`config.mk`:
```
export PLATFORM = sky130hd
export DESIGN_NAME = o3ik_front
export DESIGN_NICKNAME = d
export VERILOG_FILES = /design/src/sv/o3ik_pkg.sv /design/src/sv/o3ik_front.sv
export SDC_FILE = /design/constraint.sdc
export NUM_CORES = 2
export LEC_CHECK = 0
export ABC_AREA = 1
export BUFFER_PORTS_ARGS = -buffer_cell sky130_fd_sc_hd__clkbuf_2
export CAP_MARGIN = 10
export CELL_PAD_IN_SITES_DETAIL_PLACEMENT = 1
export CELL_PAD_IN_SITES_GLOBAL_PLACEMENT = 1
export CORE_ASPECT_RATIO = 0.8
export CORE_MARGIN = 10
export CORE_UTILIZATION = 55
export CTS_BUF_LIST = sky130_fd_sc_hd__clkbuf_16
export DETAILED_ROUTE_END_ITERATION = 8
export PLACE_DENSITY = 0.87
export SLEW_MARGIN = 20
export SYNTH_ARGS = -nofsm -noshare
export SYNTH_HDL_FRONTEND = slang
export SYNTH_SLANG_ARGS = --single-unit
```
`constraint.sdc`:
```
create_clock -name clk -period 15.2 [get_ports clk]
set_clock_uncertainty 0.15 [all_clocks]
set_input_delay 1.52 -clock clk [delete_from_list [all_inputs] [get_ports clk]]
set_output_delay 1.52 -clock clk [all_outputs]
set_load 0.02 [all_outputs]
```
`src/sv/o3ik_pkg.sv`:
```
`timescale 1ns / 1ps
// Shared constants, register indexes and word types for the omni3 kinematics block.
// Used by the front end, the series cells, the back end and the top level.
package o3ik_pkg;

  localparam int TFB        = 15;
  localparam int SFB        = 4;
  localparam int SPD_W      = 14;
  localparam int HDG_W      = 17;
  localparam int PWM_W      = 10;
  localparam int MASK_W     = 3;
  localparam int CFG_IDX_W  = 1;
  localparam int CFG_DATA_W = 10;
  localparam int WHEELS     = 3;
  localparam int TERMS      = 6;

  localparam logic [CFG_IDX_W-1:0] REG_REVERSE_MASK = 1'd0;
  localparam logic [CFG_IDX_W-1:0] REG_MAX_PWM      = 1'd1;
  localparam logic [MASK_W-1:0]    MASK_RESET       = 3'd0;
  localparam logic [PWM_W-1:0]     MAX_PWM_RESET    = 10'd255;

  localparam int X_W    = 30;
  localparam int TERM_W = 31;
  localparam int SUM_W  = 33;

  localparam logic [63:0] PI_Q30  = 64'd3373259426;
  localparam int          ANG_DIV = 18000;
  localparam logic [17:0] PI_INT  = 18'(PI_Q30 / 64'd18000);
  localparam logic [12:0] PI_REM  = 13'(PI_Q30 % 64'd18000);
  localparam int          ANG_S   = 40;
  localparam logic [25:0] ANG_M   = 26'((64'd1 << ANG_S) / 64'd18000);
  localparam logic [TERM_W-1:0] ONE_Q30 = 31'h4000_0000;

  localparam int TRIG_W  = TFB + 2;
  localparam int UT_W    = TFB + 1;
  localparam int K_BITS  = 24;
  localparam logic [25:0] SQRT3_Q24 = 26'd29058991;
  localparam int VEL_W   = SPD_W + TRIG_W;
  localparam int ROOT_W  = VEL_W + 26;
  localparam int NUM_W   = TFB + 42;
  localparam int G_SH    = SFB + TFB + K_BITS;
  localparam int U_W     = NUM_W - G_SH;
  localparam int DIV3_S  = U_W + 2;
  localparam logic [DIV3_S-1:0] DIV3_M = DIV3_S'((64'd1 << DIV3_S) / 64'd3);

  typedef struct packed {
    logic [1:0]              quad;
    logic                    swap;
    logic signed [SPD_W-1:0] spd;
    logic signed [SPD_W-1:0] ang;
  } side_t;

  typedef struct packed {
    logic [TERM_W-1:0]       ts;
    logic [TERM_W-1:0]       tc;
    logic [X_W-1:0]          x2;
    logic signed [SUM_W-1:0] ss;
    logic signed [SUM_W-1:0] cs;
    side_t                   side;
  } chain_t;

  typedef struct packed {
    logic [PWM_W-1:0] pwm;
    logic             fwd;
  } wheel_t;

endpackage

```
`src/sv/o3ik_front.sv`:
```
`timescale 1ns / 1ps
// Heading reduction to one octant, angle to Q30 radians and angle squared.
// Depends on o3ik_pkg; feeds the first series cell.
module o3ik_front (
  input  logic                             clk,
  input  logic                             rst_n,
  input  logic                             in_valid,
  output logic                             in_ready,
  input  logic signed [o3ik_pkg::SPD_W-1:0] in_spd,
  input  logic signed [o3ik_pkg::HDG_W-1:0] in_hdg,
  input  logic signed [o3ik_pkg::SPD_W-1:0] in_ang,
  output logic                             out_valid,
  input  logic                             out_ready,
  output o3ik_pkg::chain_t                 out_data
);

  logic [5:0] v_r;
  logic [5:0] rdy;

  always_comb begin
    rdy[5] = !v_r[5] || out_ready;
    for (int j = 4; j >= 0; j--) rdy[j] = !v_r[j] || rdy[j+1];
  end
  assign in_ready  = rdy[0];
  assign out_valid = v_r[5];

  always_ff @(posedge clk) begin
    if (!rst_n) begin
      v_r <= '0;
    end else begin
      if (rdy[0]) v_r[0] <= in_valid;
      for (int j = 1; j < 6; j++) if (rdy[j]) v_r[j] <= v_r[j-1];
    end
  end

  // stage 1: wrap to 0..35999
  logic signed [18:0] hx;
  logic [17:0]        u;
  logic [15:0]        r_nxt, r_r;
  o3ik_pkg::side_t    s1_r, s2_r, s3_r, s4_r, s5_r, s6_r;

  always_comb begin
    hx = 19'(in_hdg) + 19'sd72000;
    u  = hx[17:0];
    priority if (u >= 18'd108000) r_nxt = 16'(u - 18'd108000);
    else if (u >= 18'd72000)      r_nxt = 16'(u - 18'd72000);
    else if (u >= 18'd36000)      r_nxt = 16'(u - 18'd36000);
    else                          r_nxt = u[15:0];
  end

  always_ff @(posedge clk) begin
    if (rdy[0] && in_valid) begin
      r_r       <= r_nxt;
      s1_r.quad <= 2'd0;
      s1_r.swap <= 1'b0;
      s1_r.spd  <= in_spd;
      s1_r.ang  <= in_ang;
    end
  end

  // stage 2: quadrant and octant fold
  logic [1:0]  q_nxt;
  logic [15:0] a16;
  logic [13:0] a;
  logic [12:0] b_nxt, b_r;
  logic        sw_nxt;

  always_comb begin
    priority if (r_r >= 16'd27000) begin
      q_nxt = 2'd3; a16 = r_r - 16'd27000;
    end else if (r_r >= 16'd18000) begin
      q_nxt = 2'd2; a16 = r_r - 16'd18000;
    end else if (r_r >= 16'd9000) begin
      q_nxt = 2'd1; a16 = r_r - 16'd9000;
    end else begin
      q_nxt = 2'd0; a16 = r_r;
    end
    a      = a16[13:0];
    sw_nxt = a > 14'd4500;
    b_nxt  = sw_nxt ? 13'(14'd9000 - a) : a[12:0];
  end

  always_ff @(posedge clk) begin
    if (rdy[1] && v_r[0]) begin
      b_r  <= b_nxt;
      s2_r <= '{quad: q_nxt, swap: sw_nxt, spd: s1_r.spd, ang: s1_r.ang};
    end
  end

  // stage 3: split b*pi/18000 into whole and fractional parts
  logic [30:0] base_r, base4_r;
  logic [24:0] t_r, t4_r;

  always_ff @(posedge clk) begin
    if (rdy[2] && v_r[1]) begin
      base_r <= 31'(b_r * o3ik_pkg::PI_INT);
      t_r    <= 25'(b_r * o3ik_pkg::PI_REM) + 25'd9000;
      s3_r   <= s2_r;
    end
  end

  // stage 4: reciprocal multiply
  logic [50:0] m_r;

  always_ff @(posedge clk) begin
    if (rdy[3] && v_r[2]) begin
      m_r     <= t_r * o3ik_pkg::ANG_M;
      t4_r    <= t_r;
      base4_r <= base_r;
      s4_r    <= s3_r;
    end
  end

  // stage 5: correct quotient, form x
  logic [10:0] q0;
  logic [24:0] rem;
  logic [o3ik_pkg::X_W-1:0] x_nxt, x_r, x6_r;

  always_comb begin
    q0    = m_r[50:o3ik_pkg::ANG_S];
    rem   = t4_r - 25'(q0 * 15'(o3ik_pkg::ANG_DIV));
    x_nxt = 30'(base4_r) + 30'(q0) + 30'(rem >= 25'(o3ik_pkg::ANG_DIV));
  end

  always_ff @(posedge clk) begin
    if (rdy[4] && v_r[3]) begin
      x_r  <= x_nxt;
      s5_r <= s4_r;
    end
  end

  // stage 6: square
  logic [2*o3ik_pkg::X_W-1:0] sq_r;

  always_ff @(posedge clk) begin
    if (rdy[5] && v_r[4]) begin
      sq_r <= x_r * x_r;
      x6_r <= x_r;
      s6_r <= s5_r;
    end
  end

  always_comb begin
    out_data.ts   = {1'b0, x6_r};
    out_data.tc   = o3ik_pkg::ONE_Q30;
    out_data.x2   = sq_r[2*o3ik_pkg::X_W-1:30];
    out_data.ss   = $signed({3'b000, x6_r});
    out_data.cs   = $signed({2'b00, o3ik_pkg::ONE_Q30});
    out_data.side = s6_r;
  end

endmodule

```
==> run metrics <==
max cap viols=0; width of the die=395.7 um; end point of the worst hold path=s5_r[14]; hold wc startpoint=s4_r[14]; worst-path maximum fanout=6; Detail Placement HPWL=approximately 170000 um; Slew Limit Headroom=30.26%; Initial Util=55.30%; CTS hold repair buffers=0; die area=126800 um2; Ports=between 200 and 250; Core Box Area=112300 um2; H-tree depth=2; most frequent CP cell=nand2_1; r2r endpoint=x_r[24]; Seq/Total Area, Yosys=20.36%; flop2flop setup slack=5.89 ns; initial antenna violation count=3; status=finished clean; Yosys cell types=56; Hold Path Stages=0; vias post-DR=47330; largest area contributor in the netlist=fa_1; Synth async-reset ratio=0%; drt drc=0; Syn Inst Count=6573; startpoint types=register; RD Place Congestion=1.010; PostCTS Resize Cnt=0; post-synthesis cell area=slightly above 60000 um2; Crit Path Category=register to register; Routed Antenna Nets=0; yosys warns=0; Slowest-stage cell, CP=fa_1; DRT iter0 DRCs=between 3000 and 4000; EDFF count, synth=between 400 and 500; port bufs=171; GR Overflow Total=0; overall global routing resource usage=33.50%; Fin. Hold Viols=0; chip height=320.5 um; Rows=110; WL met1=79620 um; Most used DFF post-synth=edfxtp_1; final net count=8565; CTS Buf Count=48; DR WL met2=103100 um; mean post-synth cell area=9.448 um2; largest net degree at the start of global routing=63; crit path time final=9.311 ns; worst path required time=around 15 ns; most instantiated library cell after synthesis=inv_1; vias in the first global route=54980; r2r startpoint=m_r[44]; Fill cells=12920; Yosys top cell area share=31.62%; Reg clk slew, reported paths=roughly 0.070 ns; Via density=roughly 5.7; main area contributors after synthesis=fa_1 (32%), edfxtp_1 (20%), ha_1 (17%); endpoint class of the critical path=register; Arr. time, crit path=9.57 ns; unrepaired setup endpoints after global routing=false; Max Used Layer=met5; Tcrit/Tclk final=61.25%; P&R area growth vs syn=6.016%; Setup TNS Final=0 ns; first-pass GRT wire length=about 330000 um; Post-CTS Setup Bufs=0; Synth top cells by count=inv_1 (1736), nand2_1 (1067), fa_1 (981); Final setup viols=0; Worst Tran Pin Value=1.038 ns; #FFs+latches synth=423; Sink Count=approximately 420; Met3 Routed Length=17250 um; Slew Limit Fails=0; fmax=about 110 MHz; cell family with most CP delay=adder cells; CP bufs+invs=6; later-pin clock latency in the skew report=0.65 ns; layout cell share with drive strength beyond 1=under 10%; CP max stage delay=0.59 ns; root buffer cell=clkbuf_16; CTS tree=built; drt pass-1 iters=6; WL final=212300 um; Hold Path Class=register to register; Reg2Reg Depth=45; WL/cell=25.73 um; Clock Path Buffers=3
flip-flops by register name, summed over array words and instances (netlist names), 31 cells and up:
name / count
out_data: 31
s2_r: 31
s3_r: 31
s4_r: 31
s5_r: 31
cell usage in the layout, fill, tap and decap left out, drive strengths merged, types with 3 or more instances in the layout:
cell and instances:
nand4 31, and2 3, or2 9, o21bai 20
nor2 281, dfxtp 6, edfxtp 417, o31ai 9
xor2 138, o21ai 165, nor3 35, bufinv 4
a211oi 6, and3 7, nor4 21, xnor2 77
buf 47, fa 981, inv 1756, o2111ai 4
a31oi 40, a21boi 7, ha 836, a21o 23
nand3 146, nand2 1080, clkbuf 219, a21oi 224
a221oi 3, nand3b 6, clkinv 29, o211ai 11
o21a 17, conb 68
final cells by class:
class | instances | area, um2 | area share [%]
diodes | 1 | 2.502 | 0.003801
clock buffers | 48 | 1201 | 1.824
clock inverters | 41 | 382.9 | 0.5815
inverters | 1749 | 6571 | 9.981
multi-input cells | 4259 | 41940 | 63.70
flip-flops and latches | 423 | 12640 | 19.20
well taps | 1512 | 1892 | 2.873
repair buffers | 218 | 1209 | 1.836
stage by stage:
step | instances | worst slack (ns) | hold WS, ns | area, um2 | utilization (%)
after floorplan | 6639 | 7.377 | 0.2503 | 62350 | -
after global placement | 8161 | 6.397 | 0.2512 | 64250 | 57.21
after detailed placement | 8161 | 6.067 | 0.2552 | 64250 | 57.21
after CTS | 8250 | 5.982 | 0.2624 | 65830 | 58.62
after global routing | 8250 | 5.288 | 0.2716 | 65830 | 58.62
final | 8251 | 5.889 | 0.2615 | 65840 | 58.62
layer usage:
| metal | track usage [%] | vias up |
|---|---|---|
| li1 | - | 20240 |
| met1 | 40.45 | 24000 |
| met2 | 57.37 | 2305 |
| met3 | 6.371 | 788 |
| met4 | 16.29 | 2 |
| met5 | 0 | - |
worst max path at each step:
stage | depth (start not counted) | from | to
final | 45 | m_r[44] | x_r[24]
after global routing | 40 | m_r[46] | x_r[24]
after CTS | 40 | m_r[46] | x_r[24]
after detailed placement | 40 | m_r[46] | x_r[24]
after global placement | 44 | m_r[44] | x_r[24]
after floorplan | 40 | m_r[46] | x_r[24]
cells by family after synthesis:
kind of cell | synth area share, %
XOR/XNOR | 3.056
flip-flops | 20.36
buffers and inverters | 12.55
AND/OR/NAND/NOR | 10.63
AO/OA/AOI/OAI | 4.924
adder cells (fa/ha/maj) | 48.47
other | 0.01209
Power is not shown: default switching activity piles up to over one toggle a cycle in this logic, so the estimate is an artifact.
