==> config.mk <==
export PLATFORM = sky130hd
export DESIGN_NAME = o3ik_back
export DESIGN_NICKNAME = d
export VERILOG_FILES = /design/src/sv/o3ik_pkg.sv /design/src/sv/o3ik_back.sv
export SDC_FILE = /design/constraint.sdc
export NUM_CORES = 2
export LEC_CHECK = 0
export BUFFER_PORTS_ARGS = -buffer_cell sky130_fd_sc_hd__buf_2
export CAP_MARGIN = 20
export CELL_PAD_IN_SITES_DETAIL_PLACEMENT = 1
export CELL_PAD_IN_SITES_GLOBAL_PLACEMENT = 2
export CORE_MARGIN = 2
export CORE_UTILIZATION = 43
export CTS_CLUSTER_DIAMETER = 200
export DETAILED_ROUTE_END_ITERATION = 7
export PLACE_DENSITY = 0.83
export SLEW_MARGIN = 30
export SYNTH_ARGS = -nofsm -noshare
export SYNTH_HDL_FRONTEND = slang
export SYNTH_SLANG_ARGS = --single-unit
==> constraint.sdc <==
create_clock -name clk -period 17.27 [get_ports clk]
set_input_delay 0.8635 -clock clk [delete_from_list [all_inputs] [get_ports clk]]
set_output_delay 0.8635 -clock clk [all_outputs]
set_load 0.1 [all_outputs]
==> src/sv/o3ik_pkg.sv <==
`timescale 1ns / 1ps
// Shared constants, register indexes and word types for the omni3 kinematics block.
// Used by the front end, the series cells, the back end and the top level.
package o3ik_pkg;

  localparam int TFB        = 15;
  localparam int SFB        = 4;
  localparam int SPD_W      = 14;
  localparam int HDG_W      = 17;
  localparam int PWM_W      = 10;
  localparam int MASK_W     = 3;
  localparam int CFG_IDX_W  = 1;
  localparam int CFG_DATA_W = 10;
  localparam int WHEELS     = 3;
  localparam int TERMS      = 6;

  localparam logic [CFG_IDX_W-1:0] REG_REVERSE_MASK = 1'd0;
  localparam logic [CFG_IDX_W-1:0] REG_MAX_PWM      = 1'd1;
  localparam logic [MASK_W-1:0]    MASK_RESET       = 3'd0;
  localparam logic [PWM_W-1:0]     MAX_PWM_RESET    = 10'd255;

  localparam int X_W    = 30;
  localparam int TERM_W = 31;
  localparam int SUM_W  = 33;

  localparam logic [63:0] PI_Q30  = 64'd3373259426;
  localparam int          ANG_DIV = 18000;
  localparam logic [17:0] PI_INT  = 18'(PI_Q30 / 64'd18000);
  localparam logic [12:0] PI_REM  = 13'(PI_Q30 % 64'd18000);
  localparam int          ANG_S   = 40;
  localparam logic [25:0] ANG_M   = 26'((64'd1 << ANG_S) / 64'd18000);
  localparam logic [TERM_W-1:0] ONE_Q30 = 31'h4000_0000;

  localparam int TRIG_W  = TFB + 2;
  localparam int UT_W    = TFB + 1;
  localparam int K_BITS  = 24;
  localparam logic [25:0] SQRT3_Q24 = 26'd29058991;
  localparam int VEL_W   = SPD_W + TRIG_W;
  localparam int ROOT_W  = VEL_W + 26;
  localparam int NUM_W   = TFB + 42;
  localparam int G_SH    = SFB + TFB + K_BITS;
  localparam int U_W     = NUM_W - G_SH;
  localparam int DIV3_S  = U_W + 2;
  localparam logic [DIV3_S-1:0] DIV3_M = DIV3_S'((64'd1 << DIV3_S) / 64'd3);

  typedef struct packed {
    logic [1:0]              quad;
    logic                    swap;
    logic signed [SPD_W-1:0] spd;
    logic signed [SPD_W-1:0] ang;
  } side_t;

  typedef struct packed {
    logic [TERM_W-1:0]       ts;
    logic [TERM_W-1:0]       tc;
    logic [X_W-1:0]          x2;
    logic signed [SUM_W-1:0] ss;
    logic signed [SUM_W-1:0] cs;
    side_t                   side;
  } chain_t;

  typedef struct packed {
    logic [PWM_W-1:0] pwm;
    logic             fwd;
  } wheel_t;

endpackage

==> src/sv/o3ik_back.sv <==
`timescale 1ns / 1ps
// Trig rounding and quadrant restore, velocity split, wheel mix, scaling and clamp.
// Depends on o3ik_pkg; its last stage is the output register.
module o3ik_back (
  input  logic                            clk,
  input  logic                            rst_n,
  input  logic                            in_valid,
  output logic                            in_ready,
  input  o3ik_pkg::chain_t                in_data,
  input  logic [o3ik_pkg::MASK_W-1:0]     mask,
  input  logic [o3ik_pkg::PWM_W-1:0]      max_pwm,
  output logic                            out_valid,
  input  logic                            out_ready,
  output o3ik_pkg::wheel_t [o3ik_pkg::WHEELS-1:0] out_wheel
);

  localparam int TFB  = o3ik_pkg::TFB;
  localparam int TW   = o3ik_pkg::TRIG_W;
  localparam int UTW  = o3ik_pkg::UT_W;
  localparam int SW   = o3ik_pkg::SUM_W;
  localparam int NW   = o3ik_pkg::NUM_W;
  localparam int GS   = o3ik_pkg::G_SH;
  localparam int UW   = o3ik_pkg::U_W;
  localparam int DS3  = o3ik_pkg::DIV3_S;
  localparam int VW   = o3ik_pkg::VEL_W;
  localparam int RW   = o3ik_pkg::ROOT_W;
  localparam logic [NW-1:0] HALF = NW'(3) << (GS - 1);
  localparam logic [SW-1:0] RBIAS = SW'(1) << (29 - TFB);

  logic [5:0] v_r;
  logic [5:0] rdy;

  always_comb begin
    rdy[5] = !v_r[5] || out_ready;
    for (int j = 4; j >= 0; j--) rdy[j] = !v_r[j] || rdy[j+1];
  end
  assign in_ready  = rdy[0];
  assign out_valid = v_r[5];

  always_ff @(posedge clk) begin
    if (!rst_n) begin
      v_r <= '0;
    end else begin
      if (rdy[0]) v_r[0] <= in_valid;
      for (int j = 1; j < 6; j++) if (rdy[j]) v_r[j] <= v_r[j-1];
    end
  end

  // stage 1: round to trig precision, restore quadrant
  logic [SW-1:0]  sr, cr;
  logic [UTW-1:0] sa, ca;
  logic signed [TW-1:0] ps, pc, sn_nxt, cs_nxt, sn_r, cs_r;
  logic signed [o3ik_pkg::SPD_W-1:0] spd_r, ang1_r, ang2_r, ang3_r;

  always_comb begin
    sr = in_data.ss[SW-1] ? '0 : (SW'(in_data.ss) + RBIAS);
    cr = in_data.cs[SW-1] ? '0 : (SW'(in_data.cs) + RBIAS);
    if (in_data.side.swap) begin
      sa = UTW'(cr >> (30 - TFB));
      ca = UTW'(sr >> (30 - TFB));
    end else begin
      sa = UTW'(sr >> (30 - TFB));
      ca = UTW'(cr >> (30 - TFB));
    end
    ps = $signed({1'b0, sa});
    pc = $signed({1'b0, ca});
    unique case (in_data.side.quad)
      2'd0: begin sn_nxt = ps;  cs_nxt = pc;  end
      2'd1: begin sn_nxt = pc;  cs_nxt = -ps; end
      2'd2: begin sn_nxt = -ps; cs_nxt = -pc; end
      2'd3: begin sn_nxt = -pc; cs_nxt = ps;  end
    endcase
  end

  always_ff @(posedge clk) begin
    if (rdy[0] && in_valid) begin
      sn_r   <= sn_nxt;
      cs_r   <= cs_nxt;
      spd_r  <= in_data.side.spd;
      ang1_r <= in_data.side.ang;
    end
  end

  // stage 2: vx and vy
  logic signed [VW-1:0] vx_r, vy_r;

  always_ff @(posedge clk) begin
    if (rdy[1] && v_r[0]) begin
      vx_r   <= VW'(spd_r) * VW'(sn_r);
      vy_r   <= VW'(spd_r) * VW'(cs_r);
      ang2_r <= ang1_r;
    end
  end

  // stage 3: sqrt3 term and scaled terms
  logic signed [RW-1:0] root_r;
  logic signed [NW-1:0] vxk_r, wk_r;

  always_ff @(posedge clk) begin
    if (rdy[2] && v_r[1]) begin
      root_r <= RW'(vy_r) * $signed({1'b0, o3ik_pkg::SQRT3_Q24});
      vxk_r  <= NW'(vx_r) <<< o3ik_pkg::K_BITS;
      wk_r   <= NW'(ang2_r) <<< (TFB + o3ik_pkg::K_BITS);
      ang3_r <= ang2_r;
    end
  end

  // stage 4: wheel numerators
  logic signed [NW-1:0] num_r [o3ik_pkg::WHEELS];

  always_ff @(posedge clk) begin
    if (rdy[3] && v_r[2]) begin
      num_r[0] <= wk_r - vxk_r + NW'(root_r);
      num_r[1] <= wk_r - vxk_r - NW'(root_r);
      num_r[2] <= wk_r + (vxk_r <<< 1);
    end
  end

  // stage 5: magnitude, add one and a half, drop fraction
  logic [NW-1:0] mag [o3ik_pkg::WHEELS];
  logic [NW-1:0] rnd [o3ik_pkg::WHEELS];
  logic [UW-1:0] u_r [o3ik_pkg::WHEELS];
  logic [o3ik_pkg::WHEELS-1:0] neg_r;

  always_comb begin
    for (int i = 0; i < o3ik_pkg::WHEELS; i++) begin
      mag[i] = num_r[i][NW-1] ? NW'(-num_r[i]) : NW'(num_r[i]);
      rnd[i] = mag[i] + HALF;
    end
  end

  always_ff @(posedge clk) begin
    if (rdy[4] && v_r[3]) begin
      for (int i = 0; i < o3ik_pkg::WHEELS; i++) begin
        u_r[i]   <= rnd[i][NW-1:GS];
        neg_r[i] <= num_r[i][NW-1];
      end
    end
  end

  // stage 6: divide by three, clamp, direction
  logic [UW+DS3-1:0] prod [o3ik_pkg::WHEELS];
  logic [UW-1:0]     q0 [o3ik_pkg::WHEELS];
  logic [UW-1:0]     rm [o3ik_pkg::WHEELS];
  logic [UW-1:0]     q [o3ik_pkg::WHEELS];
  o3ik_pkg::wheel_t [o3ik_pkg::WHEELS-1:0] wh_nxt, wh_r;

  always_comb begin
    for (int i = 0; i < o3ik_pkg::WHEELS; i++) begin
      prod[i] = (UW+DS3)'(u_r[i]) * (UW+DS3)'(o3ik_pkg::DIV3_M);
      q0[i]   = prod[i][UW+DS3-1:DS3];
      rm[i]   = u_r[i] - UW'(q0[i] * UW'(3));
      q[i]    = q0[i] + UW'(rm[i] >= UW'(3));
      wh_nxt[i].pwm = (q[i] > UW'(max_pwm)) ? max_pwm : q[i][o3ik_pkg::PWM_W-1:0];
      wh_nxt[i].fwd = !neg_r[i] ^ mask[i];
    end
  end

  always_ff @(posedge clk) begin
    if (rdy[5] && v_r[4]) wh_r <= wh_nxt;
  end

  assign out_wheel = wh_r;

endmodule
==> flow_metrics.tcl <==
set metrics [dict create \
    status "finished, final reports clean" \
    holdCritPathClass "in -> reg" \
    slew_headroom_pct 36.8 \
    num_vias 49600 \
    crit_path_end_kind "flop" \
    grt_overflow 0 \
    drc 0 \
    final_cell_mix "inv_1 (1491), fa_1 (1095), ha_1 (877)" \
    ys_top_cells_by_area "fa_1 (30%), edfxtp_1 (19%), ha_1 (15%)" \
    max_stage_delay_ps 720 \
    cts_root_buffer "clkbuf_16" \
    setup_tns_ps 0 \
    core_area_sq_um 167000 \
    drtIter0Drc 2157 \
    synth_seq_area_share_pct 19.5 \
    track_usage_pct 22.2 \
    yosysTopAreaCell "fa_1" \
    die_area_sq_um 171000 \
    finalSetupViolCount 0 \
    layout_commonest_cell "inv_1" \
    path_delay_family "adder cells" \
    synthArstFlopShare_pct 0 \
    h-tree-depth 2 \
    cp.required_ps 17690 \
    fin_crit_sh_pct 72.0 \
    clock-sinks 469 \
    cpMostUsedCell "o21a_1" \
    synthFlopType "edfxtp_1" \
    drive_above_1_share_pct 4.69 \
    layout.nets 9359 \
    numCtsBuffers 58 \
    n_fill_cell 18600 \
    rows 150 \
    first_pass_iters 5 \
    yosys.cell_types.count 98 \
    grt_pass1_vias 55600 \
    grt_max_degree 130 \
    syn2layout_area_growth_pct 6.90 \
    syn_inst 7150 \
    vias_per_cell 5.26 \
    insertion_delay_ps 680 \
    numPortBuffers 118 \
    gp_congestion 0.900 \
    die_w_um 413 \
    critPathBufInv 5 \
    fmax_mhz 80.4 \
    worstSetupStartpointType "flop" \
    syn-num-nets 9328 \
    rsz0062_at_grt "false" \
    drt-total-wl_um 185000 \
    wire_per_inst_um 19.7 \
    synth-seq-cells 469 \
    yosysWarnings 0 \
    ant_nets 0 \
    cts_resized 0 \
    antenna_found_initial 2 \
    path_clk_slew_ps 60 \
    cp_slowest_cell "a221oi_2" \
    synth_edf_count 463 \
    cp_max_fo 10 \
    ios 241 \
    cts_buffer_depth 3 \
    post_cts.repair.setup_buffers 0 \
    cts_tree "done" \
    critical_path_class "reg -> reg" \
    syn_avg_cell_area_sq_um 10.1 \
    fin_crit_ps 12440 \
    cts_hold_buf 0 \
    die_y_um 413 \
    place_hpwl_um 159000 \
    tightest_slew_ps 948 \
    cap_violations 0 \
    netlist_area_sq_um 72100 \
    skew_ps 44.8 \
    yosysTopAreaCellShare_pct 30.4 \
    start_util_pct 43.2 \
    drv_slew 0 \
    grt_pass1_wl_um 301000 \
    hold_viol 0 \
    cp.arrival_ps 12860 \
]
-- kinds of logic (layout without fill, tap and decap cells) --
family,after synthesis,count (layout),share of synthesized area [%]
AND/OR/NAND/NOR,1544,1544,10.8
flip-flops,469,469,19.5
buffers and inverters,1673,1748,8.73
multiplexers,74,74,1.19
other,0,1,0
AO/OA/AOI/OAI,950,950,8.46
XOR/XNOR,468,468,5.76
adder cells (fa/ha/maj),1972,1972,45.6
-- state kept, by name, summed over array words and instances, names as in the netlist --
| name | flops |
|---|---|
| wk_r | 14 |
| out_wheel | 33 |
| ang2_r | 14 |
| ang1_r | 14 |
| u_r | 42 |
| vxk_r | 31 |
| sn_r | 17 |
| v_r | 6 |
| spd_r | 14 |
| neg_r | 3 |
| vx_r | 31 |
| root_r | 57 |
| num_r | 145 |
| vy_r | 31 |
| cs_r | 17 |
-- cells in the mapped netlist (11+ instances only) --
library cell,instances
a211oi_1,35
a21boi_0,19
a21o_1,109
a21oi_1,272
a221oi_1,17
a31oi_1,40
and2_1,207
and3_1,55
clkbuf_1,167
edfxtp_1,463
fa_1,1095
ha_1,877
inv_1,1491
mux2_2,32
mux2i_1,30
nand2_1,458
nand2b_1,76
nand3_1,89
nand3b_1,13
nand4_1,54
nor2_1,252
nor2b_1,56
nor3_1,106
nor4_1,48
o211ai_1,19
o21a_1,47
o21ai_0,204
o21bai_1,66
o31ai_1,17
o41ai_1,11
or2_2,22
or3_1,57
or4_1,11
xnor2_1,310
xor2_1,155
-- metrics by stage --
stage / hold WS [ps] / util, % / area [sq um] / worst slack [ps] / cells
2_1_floorplan: 400 / - / 72100 / 4800 / 7150
3_3_place_gp: 401 / 45.0 / 75100 / 4890 / 9324
3_5_place_dp: 406 / 45.0 / 75100 / 4770 / 9324
4_1_cts: 312 / 46.2 / 77000 / 4690 / 9428
5_1_grt: 333 / 46.2 / 77100 / 3910 / 9429
6_report: 373 / 46.2 / 77100 / 4830 / 9430
-- worst paths after layout --
check | end | cells past startpoint | from | slack [ps]
setup / recovery | out_wheel[5] | 45 | u_r[0][8] | 4830
hold / removal | spd_r[12] | 1 | in_data[26] | 370
setup reg to reg | out_wheel[5] | 45 | u_r[0][8] | 4830
hold reg to reg | vxk_r[53] | 0 | vx_r[29] | 420
-- area by class of cell --
class,count,area (sq um),share of cell area (%)
multi-input cells,5008,51800,67.3
flip-flops and latches,469,14000,18.2
inverters,1493,5600,7.27
well taps,2204,2760,3.58
clock buffers,68,1510,1.96
repair buffers,151,871,1.13
clock inverters,36,435,0.565
diodes,1,2.50,0.00325
-- metal layers --
metal  global-route usage, %  share of wire, %  vias to the layer above
li1                        -                 -                    23300
met1                    28.9                44                    25400
met2                    39.3                50                      754
met3                    2.51               3.5                      211
met4                    5.34               2.4                        0
met5                       0                 0                        -
Power is not shown: default switching activity piles up to over one toggle a cycle in this logic, so the estimate is an artifact.
